**config.mk**
```make
export PLATFORM = sky130hd
export DESIGN_NAME = indexed_list_store
export DESIGN_NICKNAME = d
export VERILOG_FILES = /design/src/design/ils_pkg.sv /design/src/design/ils_ram.sv /design/src/design/indexed_list_store.sv
export SDC_FILE = /design/constraint.sdc
export NUM_CORES = 2
export LEC_CHECK = 0
export BUFFER_PORTS_ARGS = -buffer_cell sky130_fd_sc_hd__buf_4
export CORE_MARGIN = 2
export CORE_UTILIZATION = 56
export DETAILED_ROUTE_END_ITERATION = 8
export GPL_ROUTABILITY_DRIVEN = 0
export PLACE_DENSITY = 0.79
export SETUP_SLACK_MARGIN = 0.5
export SLEW_MARGIN = 25
export SYNTH_ARGS = -nofsm -noshare
export SYNTH_HDL_FRONTEND = slang
export SYNTH_HIERARCHICAL = 1
export SYNTH_SLANG_ARGS = --single-unit
export TNS_END_PERCENT = 1
```
**constraint.sdc**
```tcl
create_clock -name clk -period 5 [get_ports clk]
set_input_delay 1 -clock clk [delete_from_list [all_inputs] [get_ports clk]]
set_output_delay 1 -clock clk [all_outputs]
set_load 0.005 [all_outputs]
```
**src/design/ils_pkg.sv**
```systemverilog
// ils_pkg: shared types and codes for the indexed list store
// holds the command and status codes and the transaction payload structs
// no dependencies
package ils_pkg;

    // field widths of the transactions
    localparam int CMD_W    = 3;
    localparam int POS_W    = 7;
    localparam int VALUE_W  = 32;
    localparam int STATUS_W = 2;
    localparam int COUNT_W  = 7;

    // default number of slots
    localparam int CAPACITY_DEF = 64;

    // command codes
    localparam logic [CMD_W-1:0] CMD_GET    = 3'd0;
    localparam logic [CMD_W-1:0] CMD_INSERT = 3'd1;
    localparam logic [CMD_W-1:0] CMD_HEAD   = 3'd2;
    localparam logic [CMD_W-1:0] CMD_TAIL   = 3'd3;
    localparam logic [CMD_W-1:0] CMD_DELETE = 3'd4;

    // status codes
    localparam logic [STATUS_W-1:0] ST_DONE  = 2'd0;
    localparam logic [STATUS_W-1:0] ST_RANGE = 2'd1;
    localparam logic [STATUS_W-1:0] ST_FULL  = 2'd2;

    // value reported when nothing was read
    localparam logic signed [VALUE_W-1:0] NO_VALUE = -32'sd1;

    // request transaction
    typedef struct packed {
        logic [CMD_W-1:0]          command;
        logic [POS_W-1:0]          position;
        logic signed [VALUE_W-1:0] new_value;
    } list_req_t;

    // response transaction
    typedef struct packed {
        logic signed [VALUE_W-1:0] read_value;
        logic [STATUS_W-1:0]       status;
        logic [COUNT_W-1:0]        count;
    } list_rsp_t;

endpackage

```
**src/design/ils_ram.sv**
```systemverilog
// ils_ram: generic simple dual-port ram, one write and one registered read port
// used for the slot values and the slot links of the indexed list store
// no dependencies
module ils_ram #(
    parameter int WIDTH = 32,
    parameter int DEPTH = 64
) (
    input  logic                     clk,
    input  logic                     we,
    input  logic [$clog2(DEPTH)-1:0] waddr,
    input  logic [WIDTH-1:0]         wdata,
    input  logic [$clog2(DEPTH)-1:0] raddr,
    output logic [WIDTH-1:0]         rdata
);

    logic [WIDTH-1:0] mem [DEPTH];
    logic [WIDTH-1:0] rdata_reg;

    // write port and registered read port
    always_ff @(posedge clk)
    begin
        if (we)
        begin
            mem[waddr] <= wdata;
        end
        rdata_reg <= mem[raddr];
    end

    assign rdata = rdata_reg;

endmodule

```
**src/design/indexed_list_store.sv**
```systemverilog
// indexed_list_store: ordered list of signed values kept as a linked list in slot memories
// one command per transaction; walks the link ram one slot per cycle. one command at a time:
// req_stall holds off a new request until the response of the last one has been handed
// to the response register. after reset a pass over every slot rebuilds the free chain
// in the link ram before the first request.
module indexed_list_store
    import ils_pkg::*;
#(
    parameter int CAPACITY = CAPACITY_DEF
) (
    input  logic      clk,
    input  logic      rst_n,
    input  logic      req_valid,
    output logic      req_stall,
    input  list_req_t req,
    output logic      rsp_valid,
    input  logic      rsp_stall,
    output list_rsp_t rsp
);

    localparam int SLOT_W = $clog2(CAPACITY);
    localparam int CNT_W  = $clog2(CAPACITY + 1);
    localparam int CMP_W  = (CNT_W > POS_W) ? CNT_W : POS_W;
    localparam logic [SLOT_W-1:0] LAST_SLOT = SLOT_W'(CAPACITY - 1);
    localparam logic [CNT_W-1:0]  FULL_CNT  = CNT_W'(CAPACITY);

    typedef enum logic [13:0] {
        S_INIT = 14'b00000000000001,
        S_IDLE = 14'b00000000000010,
        S_WALK = 14'b00000000000100,
        S_GDAT = 14'b00000000001000,
        S_INSA = 14'b00000000010000,
        S_INSB = 14'b00000000100000,
        S_INSC = 14'b00000001000000,
        S_INSD = 14'b00000010000000,
        S_DEL0 = 14'b00000100000000,
        S_DEL1 = 14'b00001000000000,
        S_DELA = 14'b00010000000000,
        S_DELB = 14'b00100000000000,
        S_DELC = 14'b01000000000000,
        S_FIN  = 14'b10000000000000
    } state_t;

    state_t                    state_reg, state_next;
    logic [SLOT_W-1:0]         first_reg, first_next;
    logic [SLOT_W-1:0]         free_reg, free_next;
    logic [CNT_W-1:0]          count_reg, count_next;
    logic [SLOT_W-1:0]         cur_reg, cur_next;
    logic [SLOT_W-1:0]         slot_reg, slot_next;
    logic [CNT_W-1:0]          steps_reg, steps_next;
    logic                      pend_reg, pend_next;
    logic [CMD_W-1:0]          cmd_reg, cmd_next;
    logic [SLOT_W-1:0]         idx_reg, idx_next;
    logic                      rsp_valid_reg, rsp_valid_next;
    logic signed [VALUE_W-1:0] val_reg, val_next;
    logic signed [VALUE_W-1:0] rdv_reg, rdv_next;
    logic [STATUS_W-1:0]       st_reg, st_next;
    list_rsp_t                 rsp_reg, rsp_next;

    // ram ports
    logic                      lk_we;
    logic [SLOT_W-1:0]         lk_waddr, lk_wdata, lk_raddr, lk_rdata;
    logic                      en_we;
    logic [SLOT_W-1:0]         en_waddr, en_raddr;
    logic [VALUE_W-1:0]        en_wdata, en_rdata;

    logic                      accept;
    logic [CMP_W-1:0]          pos_ext, cnt_ext, ins_pos;
    logic [SLOT_W-1:0]         walk_cur;

    ils_ram #(
        .WIDTH (SLOT_W),
        .DEPTH (CAPACITY)
    ) u_links (
        .clk   (clk),
        .we    (lk_we),
        .waddr (lk_waddr),
        .wdata (lk_wdata),
        .raddr (lk_raddr),
        .rdata (lk_rdata)
    );

    ils_ram #(
        .WIDTH (VALUE_W),
        .DEPTH (CAPACITY)
    ) u_entries (
        .clk   (clk),
        .we    (en_we),
        .waddr (en_waddr),
        .wdata (en_wdata),
        .raddr (en_raddr),
        .rdata (en_rdata)
    );

    assign req_stall = (state_reg != S_IDLE);
    assign accept    = req_valid && !req_stall;
    assign rsp_valid = rsp_valid_reg;
    assign rsp       = rsp_reg;

    assign pos_ext  = CMP_W'(req.position);
    assign cnt_ext  = CMP_W'(count_reg);
    // walk pointer: follow the link read last cycle if one is pending
    assign walk_cur = pend_reg ? lk_rdata : cur_reg;

    // insert position after folding the head and tail forms
    always_comb
    begin
        case (req.command)
            CMD_HEAD: ins_pos = '0;
            CMD_TAIL: ins_pos = cnt_ext;
            default:  ins_pos = pos_ext;
        endcase
    end

    // command sequencer
    always_comb
    begin
        state_next     = state_reg;
        first_next     = first_reg;
        free_next      = free_reg;
        count_next     = count_reg;
        cur_next       = cur_reg;
        slot_next      = slot_reg;
        steps_next     = steps_reg;
        pend_next      = pend_reg;
        cmd_next       = cmd_reg;
        idx_next       = idx_reg;
        val_next       = val_reg;
        rdv_next       = rdv_reg;
        st_next        = st_reg;
        rsp_next       = rsp_reg;
        rsp_valid_next = rsp_valid_reg;

        lk_we    = 1'b0;
        lk_waddr = cur_reg;
        lk_wdata = slot_reg;
        lk_raddr = cur_reg;
        en_we    = 1'b0;
        en_waddr = free_reg;
        en_wdata = val_reg;
        en_raddr = cur_reg;

        // response register drains when taken
        if (rsp_valid_reg && !rsp_stall)
        begin
            rsp_valid_next = 1'b0;
        end

        case (state_reg)
            // rebuild the free chain 0, 1, ..., last -> 0
            S_INIT:
            begin
                lk_we    = 1'b1;
                lk_waddr = idx_reg;
                lk_wdata = (idx_reg == LAST_SLOT) ? '0 : idx_reg + 1'b1;
                idx_next = idx_reg + 1'b1;
                if (idx_reg == LAST_SLOT)
                begin
                    state_next = S_IDLE;
                end
            end

            // decode and range check a new transaction
            S_IDLE:
            begin
                if (accept)
                begin
                    val_next  = req.new_value;
                    rdv_next  = NO_VALUE;
                    st_next   = ST_DONE;
                    cmd_next  = req.command;
                    cur_next  = first_reg;
                    pend_next = 1'b0;
                    case (req.command)
                        CMD_GET:
                        begin
                            if (pos_ext < cnt_ext)
                            begin
                                steps_next = CNT_W'(req.position);
                                state_next = S_WALK;
                            end
                            else
                            begin
                                st_next    = ST_RANGE;
                                state_next = S_FIN;
                            end
                        end
                        CMD_INSERT, CMD_HEAD, CMD_TAIL:
                        begin
                            cmd_next = CMD_INSERT;
                            if (ins_pos > cnt_ext)
                            begin
                                st_next    = ST_RANGE;
                                state_next = S_FIN;
                            end
                            else if (count_reg == FULL_CNT)
                            begin
                                st_next    = ST_FULL;
                                state_next = S_FIN;
                            end
                            else
                            begin
                                steps_next = CNT_W'(ins_pos);
                                state_next = S_INSA;
                            end
                        end
                        CMD_DELETE:
                        begin
                            if (pos_ext >= cnt_ext)
                            begin
                                st_next    = ST_RANGE;
                                state_next = S_FIN;
                            end
                            else if (req.position == '0)
                            begin
                                state_next = S_DEL0;
                            end
                            else
                            begin
                                steps_next = CNT_W'(req.position) - 1'b1;
                                state_next = S_WALK;
                            end
                        end
                        default:
                        begin
                            st_next    = ST_RANGE;
                            state_next = S_FIN;
                        end
                    endcase
                end
            end

            // follow links one slot per cycle
            S_WALK:
            begin
                if (steps_reg == '0)
                begin
                    cur_next  = walk_cur;
                    pend_next = 1'b0;
                    if (cmd_reg == CMD_GET)
                    begin
                        en_raddr   = walk_cur;
                        state_next = S_GDAT;
                    end
                    else
                    begin
                        lk_raddr   = walk_cur;
                        state_next = (cmd_reg == CMD_DELETE) ? S_DELA : S_INSC;
                    end
                end
                else
                begin
                    lk_raddr   = walk_cur;
                    cur_next   = walk_cur;
                    pend_next  = 1'b1;
                    steps_next = steps_reg - 1'b1;
                end
            end

            // value of the target slot is out of the ram
            S_GDAT:
            begin
                rdv_next   = en_rdata;
                state_next = S_FIN;
            end

            // take the free head slot and store the value
            S_INSA:
            begin
                lk_raddr   = free_reg;
                en_we      = 1'b1;
                en_waddr   = free_reg;
                en_wdata   = val_reg;
                slot_next  = free_reg;
                state_next = S_INSB;
            end

            // pop the free chain, link in at the head or walk to the predecessor
            S_INSB:
            begin
                free_next = lk_rdata;
                if (steps_reg == '0)
                begin
                    lk_we      = 1'b1;
                    lk_waddr   = slot_reg;
                    lk_wdata   = first_reg;
                    first_next = slot_reg;
                    count_next = count_reg + 1'b1;
                    state_next = S_FIN;
                end
                else
                begin
                    cur_next   = first_reg;
                    pend_next  = 1'b0;
                    steps_next = steps_reg - 1'b1;
                    state_next = S_WALK;
                end
            end

            // new slot points at the predecessor's successor
            S_INSC:
            begin
                lk_we      = 1'b1;
                lk_waddr   = slot_reg;
                lk_wdata   = lk_rdata;
                state_next = S_INSD;
            end

            // predecessor points at the new slot
            S_INSD:
            begin
                lk_we      = 1'b1;
                lk_waddr   = cur_reg;
                lk_wdata   = slot_reg;
                count_next = count_reg + 1'b1;
                state_next = S_FIN;
            end

            // delete at the head: fetch the successor of the first slot
            S_DEL0:
            begin
                lk_raddr   = first_reg;
                slot_next  = first_reg;
                state_next = S_DEL1;
            end

            S_DEL1:
            begin
                first_next = lk_rdata;
                state_next = S_DELC;
            end

            // victim is the predecessor's successor; fetch its successor
            S_DELA:
            begin
                slot_next  = lk_rdata;
                lk_raddr   = lk_rdata;
                state_next = S_DELB;
            end

            // unlink the victim
            S_DELB:
            begin
                lk_we      = 1'b1;
                lk_waddr   = cur_reg;
                lk_wdata   = lk_rdata;
                state_next = S_DELC;
            end

            // push the victim on the free chain
            S_DELC:
            begin
                lk_we      = 1'b1;
                lk_waddr   = slot_reg;
                lk_wdata   = free_reg;
                free_next  = slot_reg;
                count_next = count_reg - 1'b1;
                state_next = S_FIN;
            end

            // hand the result to the response register once it is free
            S_FIN:
            begin
                if (!rsp_valid_reg || !rsp_stall)
                begin
                    rsp_valid_next      = 1'b1;
                    rsp_next.read_value = rdv_reg;
                    rsp_next.status     = st_reg;
                    rsp_next.count      = COUNT_W'(count_reg);
                    state_next          = S_IDLE;
                end
            end

            default:
            begin
                state_next = S_IDLE;
            end
        endcase
    end

    // control state
    always_ff @(posedge clk or negedge rst_n)
    begin
        if (!rst_n)
        begin
            state_reg     <= S_INIT;
            first_reg     <= '0;
            free_reg      <= '0;
            count_reg     <= '0;
            cur_reg       <= '0;
            slot_reg      <= '0;
            steps_reg     <= '0;
            pend_reg      <= 1'b0;
            cmd_reg       <= CMD_GET;
            idx_reg       <= '0;
            rsp_valid_reg <= 1'b0;
        end
        else
        begin
            state_reg     <= state_next;
            first_reg     <= first_next;
            free_reg      <= free_next;
            count_reg     <= count_next;
            cur_reg       <= cur_next;
            slot_reg      <= slot_next;
            steps_reg     <= steps_next;
            pend_reg      <= pend_next;
            cmd_reg       <= cmd_next;
            idx_reg       <= idx_next;
            rsp_valid_reg <= rsp_valid_next;
        end
    end

    // payload registers
    always_ff @(posedge clk)
    begin
        val_reg <= val_next;
        rdv_reg <= rdv_next;
        st_reg  <= st_next;
        rsp_reg <= rsp_next;
    end

endmodule
```
# Yosys cells after proc, flatten, opt, wreduce, memory -nomap -nowiden
# Memory sizes are Yosys's and may differ from the RTL's. A register that Yosys moved wholly into a read port is not among the register bits.
# Index checks and enable logic that the tools add are counted.
# Widths: inputs -> output; s select.
dict set report word_totals {
  ff_bits 170
  ram_bits 2432
  in_bits 46
  out_inout_bits 43
  wordCells 161
  mem_count 2
}
dict set report op_classes {
  addsub 5
  order_cmp 3
  n_eq_ne 35
  n_mux 67
  n_reduce_logical 32
}
# name words word_bits rd rd_ports_with_merged_regs write_ports line_no
set mem_list {}
lappend mem_list {u_entries.mem 64 32 1 1 1 ils_ram.sv:16} ;# logic [WIDTH-1:0] mem [DEPTH];
lappend mem_list {u_links.mem 64 6 1 1 1 ils_ram.sv:16}
# op n
set ops {}
lappend ops {{$pmux 14 s11} 1}
lappend ops {{$mux 14} 9}
lappend ops {{$mux 6} 12}
lappend ops {{$pmux 32 s2} 1}
lappend ops {{$mux 7} 8}
lappend ops {{$pmux 6 s3} 3}
lappend ops {{$pmux 6 s4} 2}
lappend ops {{$pmux 14 s3} 1}
lappend ops {{$pmux 7 s3} 2}
lappend ops {{$mux 32} 1}
lappend ops {{$pmux 7 s2} 2}
lappend ops {{$pmux 6 s2} 2}
lappend ops {{$mux 11} 2}
lappend ops {{$sub 7x1->7 const B} 3}
lappend ops {{$ne 3x3->1 const B} 5}
lappend ops {{$eq 14x1->1 const B} 1}
lappend ops {{$eq 14x10->1 const B} 1}
lappend ops {{$eq 14x11->1 const B} 1}
lappend ops {{$eq 14x12->1 const B} 1}
lappend ops {{$eq 14x13->1 const B} 1}
lappend ops {{$eq 14x14->1 const B} 1}
lappend ops {{$eq 14x2->1 const B} 1}
lappend ops {{$eq 14x3->1 const B} 1}
lappend ops {{$eq 14x4->1 const B} 1}
lappend ops {{other kinds (39)} 79}

# Logic depth before layout (Yosys ltp)
dict set report depth {
  depth_word 7
  ltp_mapped 18
  mapped_depth_nobuf 13
}

# By module
# The synthesis kept the hierarchy.
# module n_inst cells_per_inst area_each_um2
set by_module_without_submodules {}
lappend by_module_without_submodules {{ils_ram (u_entries)} 1 3323 78517.8}
lappend by_module_without_submodules {{ils_ram (u_links)} 1 720 15225.9}
lappend by_module_without_submodules {indexed_list_store 1 737 8395.6}

# Worst setup path before layout
# Ideal clock, no wire load.
dict set report synth_path {
  path_type {register -> register}
  start {reg state_reg[9]}
  end {mem u_entries.mem[32][0] (enable)}
  setup_time_ns 0.461
  t_arrival_ns 3.854
  required_ns 4.539
  path_slack_ns 0.685
  stages_incl_launch_ff 8
  n_path_buf 3
  period_less_slack_ns 4.315
  path_cell_list {dfrtp_1 > buf_2 > nor4_2 > buf_2 > and4_1 > buf_2 > nand4b_1 > nor3_1}
}
dict set report synth_between {
  elab_chain_cells 4
}
# item line_no
set synth_lines {}
lappend synth_lines {{start: declaration} indexed_list_store.sv:44} ;# state_t state_reg, state_next;
lappend synth_lines {{start signal: assignment} indexed_list_store.sv:400} ;# state_reg <= state_next;
lappend synth_lines {{$eq 14x5->1} indexed_list_store.sv:149} ;# case (state_reg)
lappend synth_lines {{$mux 1} indexed_list_store.sv:149}
lappend synth_lines {{named net en_we} indexed_list_store.sv:63} ;# logic en_we;
lappend synth_lines {{$mux 1} ils_ram.sv:22} ;# if (we)
lappend synth_lines {{$mux 1 (implied by the code)} ils_ram.sv:24} ;# mem[waddr] <= wdata;
lappend synth_lines {{end: declaration} ils_ram.sv:16}
# The timed path passes the listed nets, and every way through them passes these cells.

# Worst setup path after layout
dict set report layout_path {
  start {reg steps_reg[0]}
  end {reg u_entries.rdata_reg[3] (netlist: u_entries/rdata[3]), read port of u_entries.mem}
}
dict set report layout_between {
  elab_chain_cells 3
}
# item line_no
set layout_lines {}
lappend layout_lines {{start: declaration} indexed_list_store.sv:50} ;# logic [CNT_W-1:0] steps_reg, steps_next;
lappend layout_lines {{start signal: assignment} indexed_list_store.sv:406} ;# steps_reg <= steps_next;
lappend layout_lines {{$logic_not 7->1} indexed_list_store.sv:236} ;# if (steps_reg == '0)
lappend layout_lines {{$mux 6} indexed_list_store.sv:236}
lappend layout_lines {{$mux 6} indexed_list_store.sv:149}
lappend layout_lines {{named net en_raddr[0]} indexed_list_store.sv:64} ;# logic [SLOT_W-1:0] en_waddr, en_raddr;
lappend layout_lines {{end: declaration} ils_ram.sv:17} ;# logic [WIDTH-1:0] rdata_reg;
# The timed path passes the listed nets, and every way through them passes these cells.
# A chain may end at the register's enable or synchronous reset.

==> results.md <==
* Initial DRC Count at roughly 9,600
* H-tree depth at 4
* Setup crit start kind: flip-flop
* Overall routing resource usage at between 20 and 30%
* TritonCTS Buffers at 241
* DR WL/cell at ~34 um
* WL final at ~270,000 um
* Layout overhead on the synthesized area at 13.9%
* Die Wd at 431 um
* Number of antenna violations at the first check in global routing at 21
* Syn Std Cell Area at between 0.1 and 0.15 mm2
* Pwr Density at approximately 460 mW/mm2
* Area of the multi-input gates at roughly 0.023 mm2
* Mapped Nets at 4,849
* Sw power at 14,300 uW
* Antenna-violating nets left at 0
* Largest net degree at the start of global routing at 65
* Setup Viol. Count Final at 0
* Global-route wire length before repair at about 380,000 um
* DRC at 0
* Fin area at about 0.12 mm2
* Final net count at around 5,200
* Clk buf depth at 3
* Initial Util at 56.4%
* Max Fanout on Critical Path at 24
* Clk slew on worst S/H paths at ~0.070 ns
* Max Slew Vio Count at 0
* Final TNS setup at 0 ns
* Worst Skew at roughly 0.061 ns
* Die H at ~430 um
* Status: finished, final reports clean
* Sw Share at a little over a quarter
* R2R depth at 12
* Final Hold Fails at 0
* Dominant synthesized flop cell: edfxtp_1
* Worst hold path type: in2async
* Fillers at 11,000
* Sequential share of the synthesized area at a little under 80%
* Max reg flops at between 2,000 and 2,500
* Max Cap Viol at 0
* Pint at between 30,000 and 40,000 uW
* Least-Margin Pin Slew at 0.967 ns
* Comb pwr share at about 16%
* DR vias at 53,200
* Crit path kind: reg2reg
* Yosys reg bits at about 2,600
* Worst skew pair latency at just over 0.9 ns
* Unrepaired setup endpoints after global routing: yes
* Ports at 89
* Remaining global-route overflow at 0
* CTS tree: done
* Power share of the sequential group at approximately 50%
* Placed inst area at 0.108 mm2
* Clk sinks at ~2,600
* Async set-reset flop share out of synthesis at about 2.4%
* Post-Syn Instances at roughly 4,800
* Leak at about 0.037 uW
* Leading cell type in the layout, fill and taps excluded: edfxtp_1
* Max Clock Freq at roughly 220 MHz
* Core area at about 0.18 mm2
* Worst Setup End Kind: flip-flop
* Reg area at about 0.08 mm2
* Most frequent cells in the layout: edfxtp_1 (2,539), mux4_2 (631), buf_4 (354)
* Tmin final at roughly 4.5 ns
* Hold_buf cts at 0
* Clock network fraction of total power at a little over a third
* Port Buffers at 88
* EDFF count, synth at between 2,000 and 3,000
* Relative slew slack at around 35%
* Fin crit share at between 90% and 100%
* CP Data Arrival Time at approximately 5.3 ns
* Avg Inst Size Synth at 21.4 um2
* Number of vias per cell at 6.84
* Row Count at 156
* Share of post-route cells with drive strength above 1 at between 20 and 30%
* WP data required at 5.75 ns
* Die ar. at between 0.15 and 0.2 mm2
* Root Buffer: clkbuf_16
* Maximum VDD drop at 0.000456 V
* Detailed-router iteration count before antenna repair at 9
* Number of global-route vias before repair at 53,500
* Distinct cells, synth at 90
* Synth warn at 6
* Detailed-placement wirelength estimate at approximately 150,000 um
==> worst max-delay path, stage by stage, from the launching register on <==
cell	delay [ns]
dfrtp_1	0.40
inv_1	0.07
ha_1	0.19
or3b_1	0.47
or2_4	0.34
nor3_4	0.23
mux2i_4	0.38
buf_12	0.22
buf_12	0.24
mux4_2	0.55
mux4_2	0.51
o22ai_1	0.62
nor2_1	0.16
==> cell type report <==
cell class / instances / area share (%)
diodes: 17 / 0.0366
clock buffers: 321 / 5.61
clock inverters: 134 / 1.31
inverters: 27 / 0.0871
multi-input cells: 1860 / 19.7
flip-flops and latches: 2640 / 67.6
well taps: 2370 / 2.55
repair buffers: 403 / 3.17
==> repair_timing <==
item | in CTS | in global routing
cloned | 3 | 1
buffers inserted | 6 | 1
resized for setup | 12 | 5
pin swaps | 2 | 0
endpoints found under the setup margin | 25 | 20
==> final timing paths <==
check,startpoint,slack [ns],end
worst max-delay path,steps_reg[0]$_DFFE_PN0P_,0.46,u_entries/rdata[3]$_DFF_P_
worst min-delay path,rst_n,0.22,slot_reg[5]$_DFFE_PN0P_
worst max register to register,steps_reg[0]$_DFFE_PN0P_,0.46,u_entries/rdata[3]$_DFF_P_
worst min register to register,rdv_reg[25]$_SDFFCE_PN1P_,0.42,rsp[34]$_DFFE_PP_
max in group asynchronous,rst_n,4.22,cur_reg[0]$_DFFE_PN0P_
min in group clk,req[8],0.28,en_wdata[8]$_DFFE_PP_
==> per-stage QoR <==
step           worst slack [ns]  utilization, %  total power, uW  hold WS (ns)  std cells
6_report                  0.460            64.3            53100         0.221       7772
5_1_grt                   0.388            64.3            54200         0.252       7768
4_1_cts                   0.508            64.2            52900         0.201       7753
3_5_place_dp             0.0540            59.7            34200         0.405       7289
3_3_place_gp             0.0689            59.6            33900         0.404       7287
2_1_floorplan             0.685               -            30600         0.400       4780
==> cell usage after synthesis, types with 6 or more instances <==
cell / n / area share (%)
nor4_1: 7 / 0.043
or2_2: 35 / 0.21
buf_6: 12 / 0.13
o32ai_1: 6 / 0.051
a21o_1: 7 / 0.051
o22a_1: 6 / 0.051
o211ai_1: 8 / 0.059
nand3_1: 38 / 0.19
buf_2: 77 / 0.38
mux4_2: 631 / 14
mux2i_1: 126 / 1.2
buf_1: 22 / 0.081
nand2b_1: 15 / 0.092
inv_1: 25 / 0.092
nor2b_1: 27 / 0.17
nand2_1: 123 / 0.45
o221ai_1: 36 / 0.31
nor2_1: 253 / 0.93
o21ai_0: 21 / 0.10
a21oi_1: 114 / 0.56
mux2_2: 13 / 0.14
nand4_1: 15 / 0.092
a222oi_1: 18 / 0.18
a22oi_1: 14 / 0.10
nor4b_1: 7 / 0.060
nor3_1: 25 / 0.12
edfxtp_1: 2539 / 75
mux4_1: 6 / 0.15
a311oi_1: 11 / 0.094
clkbuf_1: 109 / 0.40
ha_1: 22 / 0.27
or3_1: 13 / 0.080
o21ai_1: 9 / 0.044
a211oi_1: 11 / 0.081
dfxtp_1: 38 / 0.74
xnor2_1: 18 / 0.15
a31oi_1: 8 / 0.049
dfrtp_1: 62 / 1.5
nand3b_1: 12 / 0.088
and4_1: 6 / 0.051
o22ai_1: 101 / 0.62
buf_4: 31 / 0.23
==> routing by layer <==
metal | track usage [%] | up-vias | part of all wire, %
met1 | 38.7 | 27400 | 34
met5 | 0 | - | 0.024
met4 | 12.9 | 10 | 4.9
met3 | 6.60 | 685 | 13
li1 | - | 20800 | -
met2 | 45.1 | 4279 | 48
==> power by group through the flow <==
stage                     Clock (uW)  Combinational, uW  Sequential, uW
after floorplan                    0               4080           26500
after global placement             0               7580           26300
after detailed placement           0               7820           26400
after CTS                      18900               8170           25900
after global routing           19600               8640           25900
final                          18700               8390           25900
==> logic make-up (layout without fill, tap and decap cells) <==
logic type	after synthesis	after routing	synth area share (%)
AO/OA/AOI/OAI	407	407	2.69
XOR/XNOR	23	23	0.197
flip-flops	2640	2640	76.9
AND/OR/NAND/NOR	628	628	3.05
buffers and inverters	282	885	1.38
other	0	17	0
multiplexers	777	779	15.5
adder cells (fa/ha/maj)	23	23	0.289
(Power assumes the default switching activity.)
